### config.mk
export PLATFORM = sky130hd
export DESIGN_NAME = psct_rootdiv
export DESIGN_NICKNAME = d
export VERILOG_FILES = /design/src/design/psct_pkg.sv /design/src/design/psct_rootdiv.sv
export SDC_FILE = /design/constraint.sdc
export NUM_CORES = 1
export LEC_CHECK = 0
export BUFFER_PORTS_ARGS = -buffer_cell sky130_fd_sc_hd__buf_2
export CORE_MARGIN = 4
export CORE_UTILIZATION = 50
export DETAILED_ROUTE_END_ITERATION = 10
export PLACE_DENSITY = 0.77
export SLEW_MARGIN = 15
export SYNTH_ARGS = -nofsm -noshare
export SYNTH_HDL_FRONTEND = slang
export SYNTH_SLANG_ARGS = --single-unit
### constraint.sdc
create_clock -name clk -period 6.4 [get_ports clk]
set_input_delay 0.64 -clock clk [delete_from_list [all_inputs] [get_ports clk]]
set_output_delay 0.64 -clock clk [all_outputs]
set_load 0.005 [all_outputs]
### src/design/psct_pkg.sv
// Shared constants, codes and control types for the primitive set collision test.
package psct_pkg;

	// Default sizes
	localparam int MaxPrims   = 16;
	localparam int CoordWidth = 32;

	// Fixed field widths and divide step count
	localparam int ExtW      = 30;
	localparam int NormW     = 18;
	localparam int QuotSteps = 18;

	// Operation codes
	localparam logic [1:0] OP_CLEAR  = 2'd0;
	localparam logic [1:0] OP_LOAD_A = 2'd1;
	localparam logic [1:0] OP_LOAD_B = 2'd2;
	localparam logic [1:0] OP_QUERY  = 2'd3;

	// Shape codes
	localparam logic [1:0] SHAPE_NONE   = 2'd0;
	localparam logic [1:0] SHAPE_SPHERE = 2'd1;
	localparam logic [1:0] SHAPE_BOX    = 2'd2;

	// Root and divide unit control and status
	typedef struct packed {
		logic start;
		logic is_div;
	} rd_ctrl_t;

	typedef struct packed {
		logic busy;
		logic done;
	} rd_stat_t;

endpackage

### src/design/psct_rootdiv.sv
// Bit-serial square root and normal divider sharing one compare and subtract.
module psct_rootdiv #(
	parameter int RW = 34
) (
	input  logic                clk,
	input  logic                arst_n,
	input  psct_pkg::rd_ctrl_t  ctrl,
	input  logic [2*RW-1:0]     radicand,
	input  logic [RW-2:0]       dividend,
	input  logic [RW-1:0]       divisor,
	output psct_pkg::rd_stat_t  stat,
	output logic [RW-1:0]       result
);
	import psct_pkg::*;

	localparam int SW   = 2 * RW;
	localparam int REMW = RW + 17;
	localparam int CNTW = $clog2(RW + 1);

	logic            busy_q, done_q, mode_q;
	logic [CNTW-1:0] cnt_q;
	logic [REMW-1:0] rem_q;
	logic [SW-1:0]   aux_q;
	logic [RW-1:0]   root_q;

	logic [REMW-1:0] sq_rem, sq_trial, op_a, op_b;
	logic [REMW:0]   diff;
	logic            take;

	// Shared trial subtraction: root digit or quotient bit
	always_comb begin
		sq_rem   = {rem_q[REMW-3:0], aux_q[SW-1:SW-2]};
		sq_trial = {{(REMW-RW-2){1'b0}}, root_q, 2'b01};
		op_a     = mode_q ? rem_q : sq_rem;
		op_b     = mode_q ? aux_q[REMW-1:0] : sq_trial;
		diff     = {1'b0, op_a} - {1'b0, op_b};
		take     = !diff[REMW];
	end

	// Step sequencer
	always_ff @(posedge clk or negedge arst_n) begin
		if (!arst_n) begin
			busy_q <= 1'b0;
			done_q <= 1'b0;
			mode_q <= 1'b0;
			cnt_q  <= '0;
		end else begin
			done_q <= 1'b0;
			if (ctrl.start && !busy_q) begin
				busy_q <= 1'b1;
				mode_q <= ctrl.is_div;
				cnt_q  <= ctrl.is_div ? CNTW'(QuotSteps) : CNTW'(RW);
			end else if (busy_q) begin
				cnt_q <= cnt_q - 1'b1;
				if (cnt_q == CNTW'(1)) begin
					busy_q <= 1'b0;
					done_q <= 1'b1;
				end
			end
		end
	end

	// Datapath registers
	always_ff @(posedge clk) begin
		if (ctrl.start && !busy_q) begin
			root_q <= '0;
			if (ctrl.is_div) begin
				rem_q <= {2'b00, dividend, 16'd0};
				aux_q <= {{(SW-REMW){1'b0}}, divisor, 17'd0};
			end else begin
				rem_q <= '0;
				aux_q <= radicand;
			end
		end else if (busy_q) begin
			rem_q  <= take ? diff[REMW-1:0] : op_a;
			root_q <= {root_q[RW-2:0], take};
			aux_q  <= mode_q ? (aux_q >> 1) : (aux_q << 2);
		end
	end

	assign stat.busy = busy_q;
	assign stat.done = done_q;
	assign result    = root_q;

`ifndef ASSERT_OFF
	a_start_idle: assert property (@(posedge clk) disable iff (!arst_n)
		done_q |-> !busy_q) else $error("done while still busy");
	a_cnt_busy: assert property (@(posedge clk) disable iff (!arst_n)
		busy_q |-> cnt_q != '0) else $error("busy with no steps left");
	a_done_pulse: assert property (@(posedge clk) disable iff (!arst_n)
		done_q |=> !done_q) else $error("done held over two cycles");
`endif

endmodule

==> qor_table.md <==
| Parameter | This run | Unit |
| --- | --- | --- |
| Deepest level of the CTS H-tree | 4 | - |
| Classification of the worst setup path | flip-flop to flip-flop | - |
| CP required | 6.67 | ns |
| Max-slew violation count | 0 | - |
| Cell type with the largest total area after synthesis | sky130_fd_sc_hd__edfxtp_1 | - |
| Number of enable-type register cells in the synthesized netlist | 119 | - |
| Yosys warning count | 0 | - |
| Count of hold buffers inserted by post-cts repair | 0 | - |
| Setup-violating endpoint count in the final report | 0 | - |
| Floorplan die area | 26200 | µm² |
| Drt first-iter violations | 876 | - |
| Minimum clock period | 5.11 | ns |
| Drt total wl | 32400 | µm |
| Net Count, Synth | 1511 | - |
| Max-slew headroom at the worst pin | 0.304 | - |
| TritonCTS clock tree | yes | - |
| Setup repair after global routing missed its margin | false | - |
| Final core utilization | 0.574 | - |
| Number of global-route vias before repair | 9928 | - |
| Register area share after synthesis | 0.378 | - |
| R2R depth | 13 | - |
| Share of flip-flops with an asynchronous set or reset | 0.0556 | - |
| Number of standard cells in the final layout excluding fillers | 1752 | - |
| Area of the core | 23400 | µm² |
| Cell with the most instances after synthesis | sky130_fd_sc_hd__a21oi_1 | - |
| Crit-path max FO | 83 | - |
| Transition at the pin with the smallest max-transition slack | 1.04 | ns |
| Reg2Reg Capture Point | rem_q[14] | - |
| P&R area growth vs syn | 13.4 | % |
| Largest cells by area after synthesis | sky130_fd_sc_hd__edfxtp_1, sky130_fd_sc_hd__mux2i_1, sky130_fd_sc_hd__a21oi_1, sky130_fd_sc_hd__dfxtp_1, sky130_fd_sc_hd__ha_1 | - |
| Origin of the critical flop-to-flop path | mode_q | - |
| Final-report hold violation count | 0 | - |
| R2r setup slk | 1.29 | ns |
| Filler cell count in the final layout | 2096 | - |
| Number of storage elements in the synthesis netlist | 162 | - |
| Vias per cell | 5.96 | - |
| Post-Syn Area per Cell | 8.98 | µm² |
| Total track usage | 0.242 | - |
| Count of different cell masters after synthesis | 61 | - |
| PortBufs | 174 | - |
| Pin count of the biggest net entering global routing | 84 | - |
| Antenna cells | 0 | - |
| TritonCTS buffer count | 17 | - |
| Chip width | 162 | µm |
| Clock root buffer master | sky130_fd_sc_hd__clkbuf_16 | - |
| Endpoint type of the worst setup path | flip-flop | - |
| Clock transition at the registers of the reported paths | 0.07 | ns |
| Worst hold slack after final layout | 0.0500 | ns |
| Launch point of the worst path | mode_q | - |
| Number of cells in the design after placement | 1720 | - |
| Status | finished clean | - |
| Vias after detailed routing | 10400 | - |
| Fraction of final layout cells with drive strength greater than 1 | 0.196 | - |
| Worst Hold Class | primary input to async pin | - |
| Starting density of the core | 0.506 | - |
| Clock tree sinks | 162 | - |
| Final layout net count | 1613 | - |
| First-pass iteration count of the detailed router | 5 | - |
| Top cell types by occurrence after synthesis | sky130_fd_sc_hd__a21oi_1, sky130_fd_sc_hd__nand2_1, sky130_fd_sc_hd__edfxtp_1 | - |
| Clk_lat worst skew | 0.45 | ns |
| Launching element type of the critical path | flip-flop | - |
| Number of antenna violations at the first check in global routing | 0 | - |
| Final period utilization | 0.798 | - |
| Routed len/inst | 18.5 | µm |
| Die height | 162 | µm |
| Max Fclk | 196 | MHz |
| Final Skew | 0.0130 | ns |
| Buffer depth of the longest clock path | 2 | - |
| Wire length of the first global-routing pass | 51500 | µm |
| Setup Buffers After CTS | 0 | - |
| Std cell rows | 56 | - |
| Number of placed I/O pins | 175 | - |
| Count of nets left with antenna violations after detail routing | 0 | - |
| Remaining routing DRC violations | 0 | - |
| Aggregate negative setup slack | 0 | ns |
| Number of gates resized after cts | 0 | - |
| GP Congestion | 0.970 | - |
| Total half-perimeter wirelength after legalization and detailed placement | 23400 | µm |
| Data arrival time of the critical path | 5.38 | ns |
| Total grt overflow | 0 | - |
| Post-Syn Area | 11800 | µm² |
| Max cap viols | 0 | - |
| End of the critical path | rem_q[14] | - |
| Area fraction of the dominant cell type after synthesis | 0.302 | - |
| Post-Synthesis Cells | 1318 | - |
| Post-synth top flop | sky130_fd_sc_hd__edfxtp_1 | - |
-- registers in the layout (all words and copies together), names as in the netlist --
| register | cells |
|---|---|
| result | 34 |
| busy_q | 1 |
| done_q | 1 |
| rem_q | 51 |
| cnt_q | 6 |
| aux_q | 68 |
| mode_q | 1 |
-- final cells by class --
class                           instances  area [µm²]  area share
Clock buffer                           17         425      0.0317
Clock inverter                         15         174      0.0130
Inverter                               18        70.1     0.00522
Multi-Input combinational cell       1035        6890       0.514
Sequential cell                       162        4480       0.334
Tap cell                              319         399      0.0297
Timing Repair Buffer                  186         976      0.0727
-- cells in the final DEF (no fill, tap or decap), drive strengths merged, types with 43 or more instances in the layout --
master  instances
buf           186
a21oi         168
nand2         142
edfxtp        119
o21ai         104
mux2i          88
nand3          53
ha             53
nand2b         53
mux2           51
a211oi         43
-- layer usage --
| layer | wire length [µm] | up-vias | track usage | part of all wire |
|---|---|---|---|---|
| met5 | 0 | - | 0 | 0 |
| met1 | 14900 | 4937 | 0.343 | 0.46 |
| met3 | 1930 | 50 | 0.0363 | 0.060 |
| met2 | 14900 | 383 | 0.386 | 0.46 |
| met4 | 713 | 0 | 0.0711 | 0.022 |
| li1 | - | 5073 | - | - |
-- cell families after synthesis --
logic type               after synthesis  share of synthesized area
AND/OR/NAND/NOR                      379                      0.157
AO/OA/AOI/OAI                        414                      0.206
multiplexers                         139                      0.123
XOR/XNOR                              49                     0.0362
flip-flops                           162                      0.378
adder cells (fa/ha/maj)               54                     0.0577
buffers and inverters                121                     0.0416
-- critical path, stage by stage (launching register included) --
cell and delay [ns]:
sky130_fd_sc_hd__dfrtp_4 0.56, sky130_fd_sc_hd__buf_12 0.38, sky130_fd_sc_hd__mux2_2 0.42, sky130_fd_sc_hd__ha_1 0.40, sky130_fd_sc_hd__and2_1 0.19, sky130_fd_sc_hd__o2111ai_1 0.12
sky130_fd_sc_hd__o21bai_1 0.20, sky130_fd_sc_hd__a21boi_1 0.34, sky130_fd_sc_hd__a31oi_1 0.32, sky130_fd_sc_hd__o41ai_4 0.54, sky130_fd_sc_hd__a31o_2 0.79, sky130_fd_sc_hd__buf_4 0.35
sky130_fd_sc_hd__nor2_1 0.06, sky130_fd_sc_hd__a211oi_1 0.20
-- how the worst min path moves through the flow --
stage                           from         end  slack, ns  depth (start not counted)
after global placement    result[16]  result[17]       0.49                          2
after detailed placement  result[16]  result[16]       0.49                          2
final                         arst_n      done_q       0.05                          1
after global routing          arst_n      done_q       0.06                          1
after floorplan               arst_n      busy_q       0.34                          0
after CTS                     arst_n      done_q       0.05                          1
-- through the flow --
step	area, µm²	setup WS [ns]
floorplan	11800	1.65
global route	13400	1.09
global placement	12800	1.62
CTS	13400	1.40
finish	13400	1.29
detailed placement	12800	1.44
Power is not shown: default switching activity piles up to over one toggle a cycle in this logic, so the estimate is an artifact.
